## src/rtl/u2u8_pkg.sv

```systemverilog
// shared types, constants and byte encoding for the utf-16 to utf-8 encoder
package u2u8_pkg;

  localparam int unsigned QUEUE_DEPTH = 2;

  localparam logic [15:0] LEAD_LO  = 16'hD800;
  localparam logic [15:0] LEAD_HI  = 16'hDBFF;
  localparam logic [15:0] TRAIL_LO = 16'hDC00;
  localparam logic [15:0] TRAIL_HI = 16'hDFFF;
  localparam logic [20:0] SUPP_BASE = 21'h10000;

  localparam logic [7:0] PFX_CONT = 8'h80;
  localparam logic [7:0] PFX_TWO  = 8'hC0;
  localparam logic [7:0] PFX_THREE = 8'hE0;
  localparam logic [7:0] PFX_FOUR = 8'hF0;

  localparam logic [31:0] LIMIT_RESET = 32'hFFFF_FFFF;

  // one queue entry: all bytes that one code unit gives, in output order
  typedef struct packed {
    logic [5:0][7:0] bytes;
    logic [2:0]      count;   // 0 means count-only end result
    logic [31:0]     base;    // bytes written before this entry
    logic            eos;
  } job_t;

  // utf-8 bytes of a code point of length n, first byte at index 0
  function automatic logic [3:0][7:0] encode_cp(input logic [20:0] cp, input logic [2:0] n);
    logic [3:0][7:0] b;
    b = '0;
    unique case (n)
      3'd1: begin
        b[0] = cp[7:0];
      end
      3'd2: begin
        b[0] = PFX_TWO  | {3'b000, cp[10:6]};
        b[1] = PFX_CONT | {2'b00, cp[5:0]};
      end
      3'd3: begin
        b[0] = PFX_THREE | {4'b0000, cp[15:12]};
        b[1] = PFX_CONT  | {2'b00, cp[11:6]};
        b[2] = PFX_CONT  | {2'b00, cp[5:0]};
      end
      3'd4: begin
        b[0] = PFX_FOUR | {5'b00000, cp[20:18]};
        b[1] = PFX_CONT | {2'b00, cp[17:12]};
        b[2] = PFX_CONT | {2'b00, cp[11:6]};
        b[3] = PFX_CONT | {2'b00, cp[5:0]};
      end
      default: begin
        b = '0;
      end
    endcase
    return b;
  endfunction

endpackage

```

## src/rtl/u2u8_ifs.sv

```systemverilog
// channel interfaces: code unit input, byte output, limit register write
interface utf_unit_if;
  logic        valid;
  logic        ready;
  logic [15:0] code_unit;
  logic        end_of_string;

  modport source (output valid, output code_unit, output end_of_string, input ready);
  modport sink (input valid, input code_unit, input end_of_string, output ready);
endinterface

interface utf_byte_if;
  logic        valid;
  logic        ready;
  logic [7:0]  byte_value;
  logic        byte_valid;
  logic        last_of_run;
  logic        string_done;
  logic [31:0] total_bytes;

  modport source (output valid, output byte_value, output byte_valid, output last_of_run,
                  output string_done, output total_bytes, input ready);
  modport sink (input valid, input byte_value, input byte_valid, input last_of_run,
                input string_done, input total_bytes, output ready);
endinterface

interface utf_cfg_if;
  logic        valid;
  logic        ready;
  logic [31:0] byte_limit;

  modport source (output valid, output byte_limit, input ready);
  modport sink (input valid, input byte_limit, output ready);
endinterface

```

## src/rtl/u2u8_queue.sv

```systemverilog
// small job queue between the front classifier and the byte sequencer
module u2u8_queue
  import u2u8_pkg::*;
#(
  parameter int unsigned DEPTH = QUEUE_DEPTH
) (
  input  logic clk,
  input  logic rst,
  input  logic push,
  input  job_t wr_data,
  output logic full,
  input  logic pop,
  output job_t rd_data,
  output logic empty
);

  localparam int unsigned AW = $clog2(DEPTH);
  localparam int unsigned CW = $clog2(DEPTH + 1);

  job_t          mem [DEPTH];
  logic [AW-1:0] wptr;
  logic [AW-1:0] rptr;
  logic [CW-1:0] count;

  assign full    = (count == CW'(DEPTH));
  assign empty   = (count == '0);
  assign rd_data = mem[rptr];

  always_ff @(posedge clk) begin
    if (push) begin
      mem[wptr] <= wr_data;
    end
  end

  always_ff @(posedge clk) begin
    if (rst) begin
      wptr  <= '0;
      rptr  <= '0;
      count <= '0;
    end else begin
      if (push) begin
        wptr <= (wptr == AW'(DEPTH - 1)) ? '0 : wptr + AW'(1);
      end
      if (pop) begin
        rptr <= (rptr == AW'(DEPTH - 1)) ? '0 : rptr + AW'(1);
      end
      unique case ({push, pop})
        2'b10:   count <= count + CW'(1);
        2'b01:   count <= count - CW'(1);
        default: count <= count;
      endcase
    end
  end

endmodule

```

## src/rtl/u2u8_front.sv

```systemverilog
// front end: surrogate pairing, limit check and string state, at most one job per code unit
module u2u8_front
  import u2u8_pkg::*;
(
  input  logic clk,
  input  logic rst,
  utf_unit_if.sink unit_in,
  utf_cfg_if.sink  cfg,
  output logic push,
  output job_t job,
  input  logic q_full
);

  logic [31:0] byte_limit;
  logic [15:0] pending_lead;
  logic        lead_held;
  logic [31:0] bytes_written;
  logic        halted;

  logic        lead_held_next;
  logic [31:0] bytes_written_next;
  logic        halted_next;
  logic        hold_unit;

  logic        accept;
  logic [15:0] cu;
  logic        is_lead;
  logic        is_trail;
  logic [2:0]  n_unit;
  logic [20:0] pair_cp;
  logic [32:0] lim;
  logic        fit_pair;
  logic        fit_lead;
  logic        fit_unit;
  logic        fit_lead_unit;
  logic        lead_send;
  logic        main_send;
  logic [20:0] main_cp;
  logic [2:0]  main_n;
  logic [2:0]  count;
  logic [3:0][7:0] lead_bytes;
  logic [3:0][7:0] main_bytes;

  assign unit_in.ready = !q_full;
  assign cfg.ready     = 1'b1;
  assign accept        = unit_in.valid && !q_full;

  assign cu       = unit_in.code_unit;
  assign is_lead  = (cu >= LEAD_LO) && (cu <= LEAD_HI);
  assign is_trail = (cu >= TRAIL_LO) && (cu <= TRAIL_HI);
  assign n_unit   = (cu <= 16'h007F) ? 3'd1 : (cu <= 16'h07FF) ? 3'd2 : 3'd3;
  assign pair_cp  = {1'b0, pending_lead[9:0], cu[9:0]} + SUPP_BASE;

  // all limit checks side by side from the same count, no chained adds
  assign lim           = {1'b0, byte_limit};
  assign fit_pair      = ({1'b0, bytes_written} + 33'd4) <= lim;
  assign fit_lead      = ({1'b0, bytes_written} + 33'd3) <= lim;
  assign fit_unit      = ({1'b0, bytes_written} + {30'b0, n_unit}) <= lim;
  assign fit_lead_unit = ({1'b0, bytes_written} + {29'b0, {1'b0, n_unit} + 4'd3}) <= lim;

  always_comb begin
    lead_send   = 1'b0;
    main_send   = 1'b0;
    main_cp     = {5'b0, cu};
    main_n      = n_unit;
    hold_unit   = 1'b0;
    halted_next = halted;
    if (!halted) begin
      if (lead_held && is_trail) begin
        main_cp     = pair_cp;
        main_n      = 3'd4;
        main_send   = fit_pair;
        halted_next = !fit_pair;
      end else if (lead_held) begin
        lead_send = fit_lead;
        if (!fit_lead) begin
          halted_next = 1'b1;
        end else if (is_lead && !unit_in.end_of_string) begin
          hold_unit = 1'b1;
        end else begin
          main_send   = fit_lead_unit;
          halted_next = !fit_lead_unit;
        end
      end else if (is_lead && !unit_in.end_of_string) begin
        hold_unit = 1'b1;
      end else begin
        main_send   = fit_unit;
        halted_next = !fit_unit;
      end
    end
  end

  assign count = (lead_send ? 3'd3 : 3'd0) + (main_send ? main_n : 3'd0);

  assign lead_bytes = encode_cp({5'b0, pending_lead}, 3'd3);
  assign main_bytes = encode_cp(main_cp, main_n);

  always_comb begin
    job.bytes = '0;
    if (lead_send) begin
      job.bytes[2:0] = lead_bytes[2:0];
      job.bytes[5:3] = main_bytes[2:0];
    end else begin
      job.bytes[3:0] = main_bytes;
    end
    job.count = count;
    job.base  = bytes_written;
    job.eos   = unit_in.end_of_string;
  end

  assign push = accept && ((count != 3'd0) || unit_in.end_of_string);

  always_comb begin
    lead_held_next     = lead_held;
    bytes_written_next = bytes_written;
    if (accept) begin
      if (unit_in.end_of_string) begin
        lead_held_next     = 1'b0;
        bytes_written_next = '0;
      end else begin
        lead_held_next     = hold_unit;
        bytes_written_next = bytes_written + {29'b0, count};
      end
    end
  end

  always_ff @(posedge clk) begin
    if (accept && hold_unit) begin
      pending_lead <= cu;
    end
  end

  always_ff @(posedge clk) begin
    if (rst) begin
      byte_limit    <= LIMIT_RESET;
      lead_held     <= 1'b0;
      bytes_written <= '0;
      halted        <= 1'b0;
    end else begin
      if (cfg.valid) begin
        byte_limit <= cfg.byte_limit;
      end
      lead_held     <= lead_held_next;
      bytes_written <= bytes_written_next;
      if (accept) begin
        halted <= unit_in.end_of_string ? 1'b0 : halted_next;
      end
    end
  end

endmodule

```

## src/rtl/u2u8_back.sv

```systemverilog
// back end: walks the queued job one byte per cycle into the output register while the output is taken
module u2u8_back
  import u2u8_pkg::*;
(
  input  logic clk,
  input  logic rst,
  input  job_t head,
  input  logic q_empty,
  output logic pop,
  utf_byte_if.source byte_out
);

  logic [2:0]  idx;
  logic [2:0]  n_res;
  logic        last;
  logic        advance;
  logic        out_valid;
  logic [7:0]  byte_value;
  logic        byte_valid;
  logic        last_of_run;
  logic        string_done;
  logic [31:0] total_bytes;

  assign n_res   = (head.count == 3'd0) ? 3'd1 : head.count;
  assign last    = (idx == n_res - 3'd1);
  assign advance = !q_empty && (!out_valid || byte_out.ready);
  assign pop     = advance && last;

  always_ff @(posedge clk) begin
    if (advance) begin
      byte_valid  <= (head.count != 3'd0);
      byte_value  <= (head.count != 3'd0) ? head.bytes[idx] : 8'h00;
      last_of_run <= last;
      string_done <= last && head.eos;
      total_bytes <= (head.count != 3'd0) ? head.base + {29'b0, idx} + 32'd1 : head.base;
    end
  end

  always_ff @(posedge clk) begin
    if (rst) begin
      out_valid <= 1'b0;
      idx       <= '0;
    end else begin
      if (advance) begin
        out_valid <= 1'b1;
        idx       <= last ? 3'd0 : idx + 3'd1;
      end else if (byte_out.ready) begin
        out_valid <= 1'b0;
      end
    end
  end

  assign byte_out.valid       = out_valid;
  assign byte_out.byte_value  = byte_value;
  assign byte_out.byte_valid  = byte_valid;
  assign byte_out.last_of_run = last_of_run;
  assign byte_out.string_done = string_done;
  assign byte_out.total_bytes = total_bytes;

endmodule

```

## src/rtl/utf16_to_utf8_encoder.sv

```systemverilog
// utf-16 to utf-8 encoder top level: front end, job queue, byte sequencer
// the first result of a code unit is written into the job queue and then into the output register
// throughput: one output byte per cycle while the receiver is ready; a unit gives up to six results
// (3 for most bmp text), all through the single byte-wide output register
// reset: clears the string state and the queue, byte_limit returns to all ones
module utf16_to_utf8_encoder
  import u2u8_pkg::*;
#(
  parameter int unsigned DEPTH = QUEUE_DEPTH
) (
  input logic clk,
  input logic rst,
  utf_unit_if.sink   unit_in,
  utf_cfg_if.sink    cfg,
  utf_byte_if.source byte_out
);

  logic push;
  logic pop;
  logic q_full;
  logic q_empty;
  job_t job;
  job_t head;

  u2u8_front u_front (
    .clk     (clk),
    .rst     (rst),
    .unit_in (unit_in),
    .cfg     (cfg),
    .push    (push),
    .job     (job),
    .q_full  (q_full)
  );

  u2u8_queue #(
    .DEPTH (DEPTH)
  ) u_queue (
    .clk     (clk),
    .rst     (rst),
    .push    (push),
    .wr_data (job),
    .full    (q_full),
    .pop     (pop),
    .rd_data (head),
    .empty   (q_empty)
  );

  u2u8_back u_back (
    .clk      (clk),
    .rst      (rst),
    .head     (head),
    .q_empty  (q_empty),
    .pop      (pop),
    .byte_out (byte_out)
  );

endmodule

```

## src/flat_wrapper.sv

```systemverilog
// flat-port wrapper written by rule: the top's interface ports become plain ports
module utf16_to_utf8_encoder_flat import u2u8_pkg::*;
#(
  parameter int unsigned DEPTH = QUEUE_DEPTH
)
  (clk, rst, unit_in_valid, unit_in_code_unit, unit_in_end_of_string, unit_in_ready, cfg_valid, cfg_byte_limit, cfg_ready, byte_out_valid, byte_out_byte_value, byte_out_byte_valid, byte_out_last_of_run, byte_out_string_done, byte_out_total_bytes, byte_out_ready);
  utf_unit_if unit_in_i ();
  utf_cfg_if cfg_i ();
  utf_byte_if byte_out_i ();
  input logic clk;
  input logic rst;
  input wire logic [$bits(unit_in_i.valid)-1:0] unit_in_valid;
  input wire logic [$bits(unit_in_i.code_unit)-1:0] unit_in_code_unit;
  input wire logic [$bits(unit_in_i.end_of_string)-1:0] unit_in_end_of_string;
  output wire logic [$bits(unit_in_i.ready)-1:0] unit_in_ready;
  input wire logic [$bits(cfg_i.valid)-1:0] cfg_valid;
  input wire logic [$bits(cfg_i.byte_limit)-1:0] cfg_byte_limit;
  output wire logic [$bits(cfg_i.ready)-1:0] cfg_ready;
  output wire logic [$bits(byte_out_i.valid)-1:0] byte_out_valid;
  output wire logic [$bits(byte_out_i.byte_value)-1:0] byte_out_byte_value;
  output wire logic [$bits(byte_out_i.byte_valid)-1:0] byte_out_byte_valid;
  output wire logic [$bits(byte_out_i.last_of_run)-1:0] byte_out_last_of_run;
  output wire logic [$bits(byte_out_i.string_done)-1:0] byte_out_string_done;
  output wire logic [$bits(byte_out_i.total_bytes)-1:0] byte_out_total_bytes;
  input wire logic [$bits(byte_out_i.ready)-1:0] byte_out_ready;
  assign unit_in_i.valid = unit_in_valid;
  assign unit_in_i.code_unit = unit_in_code_unit;
  assign unit_in_i.end_of_string = unit_in_end_of_string;
  assign unit_in_ready = unit_in_i.ready;
  assign cfg_i.valid = cfg_valid;
  assign cfg_i.byte_limit = cfg_byte_limit;
  assign cfg_ready = cfg_i.ready;
  assign byte_out_valid = byte_out_i.valid;
  assign byte_out_byte_value = byte_out_i.byte_value;
  assign byte_out_byte_valid = byte_out_i.byte_valid;
  assign byte_out_last_of_run = byte_out_i.last_of_run;
  assign byte_out_string_done = byte_out_i.string_done;
  assign byte_out_total_bytes = byte_out_i.total_bytes;
  assign byte_out_i.ready = byte_out_ready;
  utf16_to_utf8_encoder #(.DEPTH(DEPTH)) u_core (.clk(clk), .rst(rst), .unit_in(unit_in_i), .cfg(cfg_i), .byte_out(byte_out_i));
endmodule
```

## config.mk

```make
export PLATFORM = sky130hd
export DESIGN_NAME = utf16_to_utf8_encoder_flat
export DESIGN_NICKNAME = d
export VERILOG_FILES = /design/src/rtl/u2u8_pkg.sv /design/src/rtl/u2u8_ifs.sv /design/src/rtl/u2u8_queue.sv /design/src/rtl/u2u8_front.sv /design/src/rtl/u2u8_back.sv /design/src/rtl/utf16_to_utf8_encoder.sv /design/src/flat_wrapper.sv
export SDC_FILE = /design/constraint.sdc
export NUM_CORES = 1
export LEC_CHECK = 0
export ABC_AREA = 1
export BUFFER_PORTS_ARGS = -buffer_cell sky130_fd_sc_hd__buf_2
export CELL_PAD_IN_SITES_DETAIL_PLACEMENT = 0
export CELL_PAD_IN_SITES_GLOBAL_PLACEMENT = 2
export CORE_ASPECT_RATIO = 1.5
export CORE_MARGIN = 2
export CORE_UTILIZATION = 39
export CTS_BUF_LIST = sky130_fd_sc_hd__clkbuf_4 sky130_fd_sc_hd__clkbuf_8 sky130_fd_sc_hd__clkbuf_16
export DETAILED_ROUTE_END_ITERATION = 8
export GPL_ROUTABILITY_DRIVEN = 0
export GPL_TIMING_DRIVEN = 0
export PLACE_DENSITY = 0.83
export SYNTH_ARGS = -nofsm -noshare
export SYNTH_HDL_FRONTEND = slang
export SYNTH_SLANG_ARGS = --single-unit
```

## constraint.sdc

```tcl
create_clock -name clk -period 10.85 [get_ports clk]
set_input_delay 1.085 -clock clk [delete_from_list [all_inputs] [get_ports clk]]
set_output_delay 1.085 -clock clk [all_outputs]
set_load 0.02 [all_outputs]
```

== After elaboration in Yosys (flattened, before gate mapping) ==
Memory sizes are Yosys's and may differ from the RTL's. A register that Yosys moved wholly into a read port is not among the register bits.
Cells that the tools add are included.

* Output and inout port bits: 46
* Logic and storage cells: 127
* RAM bits: 168
* Input bits: 54
* Memories kept: 1
* Register bits: 133

{| class="wikitable"
|+ Memories
! name !! words !! bits a word !! read ports !! clocked after Yosys merged registers in !! write ports !! RTL line !! source
|-
| u_core.u_queue.mem || 2 || 84 || 1 || 1 || 1 || u2u8_queue.sv:20 || <nowiki>job_t mem [DEPTH];</nowiki>
|}

* Muxes and demuxes: 51
* Magnitude comparators: 11
* Equal/unequal tests: 8
* Reduce and logical (&&, ||, !) cells: 25
* Add/sub/neg operators: 16

{| class="wikitable"
|+ Operators with widths
! operator !! count
|-
| <= comparator 33 x 32 -> 1 bit || 4
|-
| 2-to-1 mux 32 bit || 3
|-
| adder 32 x 3 -> 32 bit || 2
|-
| 2-to-1 mux 21 bit || 2
|-
| adder 32 x 2 -> 33 bit || 1
|-
| adder 32 x 2 -> 33 bit, second input constant || 1
|-
| adder 32 x 3 -> 33 bit || 1
|-
| adder 32 x 3 -> 33 bit, second input constant || 1
|-
| adder 32 x 1 -> 32 bit, second input constant || 1
|-
| >= comparator 16 bit, second input constant || 2
|-
| <= comparator 16 bit, second input constant || 2
|-
| one-hot mux 8 bit (4 select lines) || 1
|-
| 2-to-1 mux 1 bit || 31
|-
| binary-select mux 8 bit (select 3 bit) || 1
|-
| one-hot mux 8 bit (3 select lines) || 1
|-
| adder 20 x 17 -> 21 bit, second input constant || 1
|-
| <= comparator 16 x 11 -> 1 bit, second input constant || 1
|-
| <= comparator 16 x 7 -> 1 bit, second input constant || 1
|-
| 2-to-1 mux 16 bit || 1
|-
| 2-to-1 mux 8 bit || 2
|-
| one-hot mux 8 bit (2 select lines) || 1
|-
| 2-to-1 mux 3 bit || 5
|-
| logical AND 1 bit || 10
|-
| logical NOT 1 bit || 7
|-
| 21 further kinds || 28
|}

== Longest topological paths before layout ==
* Depth in word-level cells: 18
* Gate-level depth with buffers: 46
* Gate-level depth less buffers: 46

== Cells and area by module ==
Synthesis repeated with hierarchy kept, for this count alone.

* Cell total of the unflattened synthesis: 2,091
* Area total of the unflattened synthesis: 19,302.3 sq um

{| class="wikitable"
|+ By module, submodules not included
! module !! area each (sq um) !! times used !! cells each !! seq. area each (sq um)
|-
| u2u8_front || 9,645.5 || 1 || 1,416 || 1,801.7
|-
| u2u8_queue || 6,530.0 || 1 || 294 || 5,144.9
|-
| u2u8_back || 3,126.7 || 1 || 381 || 1,371.3
|}

== Least setup slack after synthesis ==
No wires, ideal clock.

* Path type: input-to-reg
* Start point: in unit_in_code_unit[13]
* End point: mem u_core.u_queue.mem[0][0] in the netlist's numbering (enable)
* Stages on the path: 32
* Path buffers: 0
* Path slack: 1,368 ps
* Arrival: 8,964 ps
* Data required time: 10,331 ps
* Setup time: 519 ps
* Cell sequence: nor4_1 -> nand2_1 -> inv_1 -> nand2_1 -> clkinv_1 -> ha_1 -> inv_1 -> ha_1 -> inv_1 -> fa_1 -> nor2_1 -> nand3_1 -> nor2_1 -> xor2_1 -> ha_1 -> nand4_1 -> nor3_1 -> nand3b_1 -> nand4_1 -> nand2_1 -> nand2_1 -> nand2_1 -> nand3_1 -> nand2_1 -> nand2_1 -> nor2_1 -> ha_1 -> fa_1 -> nor3_1 -> nand3_2 -> nand2_1 -> nor2_1

{| class="wikitable"
|+ RTL lines
! what !! RTL line !! source
|-
| from (decl) || flat_wrapper.sv:13 || <nowiki>input wire logic [$bits(unit_in_i.code_unit)-1:0] unit_in_code_unit;</nowiki>
|-
| to (decl) || u2u8_queue.sv:20 ||
|}

==> flow_summary.json <==
{
  "outcome": "finished, final reports clean",
  "grt_pass1_wl_um": 87500,
  "grt_max_degree": 42,
  "pin_count": 100,
  "hold_class": "reg -> reg",
  "fp-row-count": 96,
  "clock-sinks": 294,
  "slew_headroom_pct": 11.0,
  "synth_common_cells": "nand2_1, inv_1, edfxtp_1",
  "start_util_pct": 39.3,
  "fin_crit_sh_pct": 83.9,
  "fp.dieW_um": 179,
  "p_leak_uw": 0.00852,
  "cts_resized": 0,
  "root_buffer": "clkbuf_16",
  "core_sq_um": 45600,
  "power.density_nw_per_um2": 152,
  "ys_seq_area_share_pct": 45.0,
  "port_buffers": 96,
  "clock_latency_ps": 590,
  "rsz0062_at_grt": "no",
  "critPathLaunchType": "input pin",
  "viasPerCell": 5.30,
  "worst_slew_pin_slew_ps": 1320,
  "crit_path_end_kind": "flip-flop",
  "cp_slowest_cell": "nor4_1",
  "layout-drive-gt1-share_pct": 11.9,
  "synth_nets": 2197,
  "ys_ff_latch": 294,
  "synth_largest_area_cell": "edfxtp_1",
  "synthArstFlopShare_pct": 0,
  "drcViolationCount": 0,
  "hold_viol": 0,
  "max_clock_freq_ghz": 0.110,
  "synth_edf_count": 219,
  "vdd_drop_max_mv": 0.136,
  "synth.distinct_cells": 48,
  "yosysMostFrequentCell": "nand2_1",
  "antenna_found_initial": 0,
  "synth_flop_cell": "edfxtp_1",
  "fin_util_pct": 44.6,
  "path_class": "in -> reg",
  "min_period_ps": 9110,
  "post-cts-setup-buffers": 0,
  "cts-buffers-inserted": 31,
  "vias": 14515,
  "clk_pin_slew_ps": 70,
  "die_y_um": 267,
  "drv_slew": 0,
  "synthTopCellsByArea": "edfxtp_1, ha_1, dfxtp_1",
  "grt_usage_pct": 24.9,
  "diodes": 0,
  "tritoncts": "built",
  "clock_skew_ps": 20.9,
  "cp.arrival_ps": 9560,
  "cp.required_ps": 11310,
  "grt_pass1_vias": 14531,
  "dieArea_sq_um": 47800,
  "routed_wl_um": 58800,
  "dp_hpwl_um": 47800,
  "drt_iter0_drc": 937,
  "syn_to_final_growth_pct": 13.4,
  "drt.antenna.violating_nets": 0,
  "place_ws_ps": 1140,
  "critPathMaxStageDelay_ps": 910,
  "grt-ovfl-total": 0,
  "hold_buffers": 0,
  "setup_viol": 0,
  "wl_per_cell_um": 21.5,
  "layout_setup_ws_ps": 1740,
  "syn-instance-count": 1991,
  "netlist_area_sq_um": 17900,
  "max_cap_violations": 0,
  "fin_nets": 2332,
  "dr.pass1.iters": 7,
  "yosys_warnings": 0,
  "htree_levels": 1,
  "cts.path.max_buffers": 3,
  "yosysTopAreaCellShare_pct": 36.7,
  "synth_area_per_cell_sq_um": 9.01,
  "cp_max_fo": 10
}
==> sequential cells by signal, summed over array words and instances (netlist names), 2 cells and up, named ones only <==
name and cells:
u_core.u_back.idx 3, u_core.u_queue.count 2, u_core.u_back.byte_out.total_bytes 32, u_core.u_front.bytes_written 32, u_core.u_front.byte_limit 32, u_core.u_front.pending_lead 16
u_core.u_queue.mem 160, u_core.u_back.byte_out.byte_value 8
==> per-stage QoR <==
stage | hold slack, ps | total power, uW | setup TNS, ps | cells | instance area (sq um)
5_1_grt | 475 | 3240 | 0 | 2739 | 20300
2_1_floorplan | 420 | 1810 | 0 | 1991 | 17900
6_report | 459 | 3090 | 0 | 2739 | 20300
3_5_place_dp | 439 | 2030 | 0 | 2681 | 19300
3_3_place_gp | 436 | 2010 | -200390 | 2675 | 19200
4_1_cts | 459 | 3120 | 0 | 2739 | 20300
==> logic make-up after synthesis <==
group	count (synthesis)	synth area share (%)
compound gates	377	11.5
xor+xnor	151	7.37
fa+ha+maj	152	10.8
buf+inv	296	6.79
flops	294	45.0
mux	11	0.614
other cells	1	0.0209
simple gates	709	17.9
==> layer usage <==
layer / GRT usage, % / vias to the layer above / share of wire, %
met1: 26.6 / 6813 / 37
li1: - / 7095 / -
met3: 2.81 / 166 / 4.1
met4: 17.4 / 0 / 8.4
met2: 44.9 / 441 / 51
met5: 0 / - / 0
==> cell usage in the layout, fill, tap and decap left out, types with 7 or more instances in the layout <==
cell       instances
xor2_1           140
ha_1             147
clkbuf_1          34
inv_1            224
edfxtp_1         219
buf_4             17
o22ai_1           19
nor2_4            13
clkinv_1           7
nand3_1           54
nor2_1           205
nor3_1            46
or2_2             15
a21oi_1          142
buf_2            101
dfxtp_1           75
a211oi_1           7
clkbuf_16         31
nand2_1          286
nor4_1            18
mux2i_1           11
o21ai_0          145
nand2_2           15
nand4_1           33
o21ai_1           21
nor2_2             8
o221ai_1          15
xnor2_1           11
==> final cells by class <==
| type | count | area (sq um) |
|---|---|---|
| clock buffers | 34 | 798 |
| multi-input cells | 1401 | 8670 |
| inverters | 235 | 885 |
| fillers | 4568 | 25300 |
| clock inverters | 24 | 258 |
| repair buffers | 102 | 576 |
| well taps | 588 | 736 |
| plain buffers | 61 | 337 |
| flip-flops and latches | 294 | 8080 |
==> critical path, delay by kind of cell <==
kind | cells | cell delay, ps
adder cells (fa/ha/maj) | 5 | 1400
buffers and inverters | 11 | 1650
AO/OA/AOI/OAI | 6 | 1360
AND/OR/NAND/NOR | 18 | 3970
XOR/XNOR | 1 | 90
==> path summary, 6_finish.rpt <==
path | cells past startpoint | start | slack [ps] | to
hold / removal | 0 | u_core.u_front.bytes_written[15]$_SDFFE_PP0P_ | 460 | u_core.u_queue.mem[1][16]$_DFFE_PP_
setup / recovery | 41 | unit_in_code_unit[11] | 1740 | u_core.u_front.bytes_written[30]$_SDFFE_PP0P_
setup reg to reg | 35 | u_core.u_front.bytes_written[2]$_SDFFE_PP0P_ | 2670 | u_core.u_front.bytes_written[30]$_SDFFE_PP0P_
hold reg to reg | 0 | u_core.u_front.bytes_written[15]$_SDFFE_PP0P_ | 460 | u_core.u_queue.mem[1][16]$_DFFE_PP_
==> power by group <==
part | switching, uW | leakage, uW | total, uW | internal, uW
Clock | 494 | 0.000518 | 1090 | 599
Combinational | 429 | 0.00532 | 615 | 186
Sequential | 34.9 | 0.00268 | 1380 | 1350
Total | 957 | 0.00852 | 3090 | 2130
No activity file was read; power rests on OpenSTA's default activity.
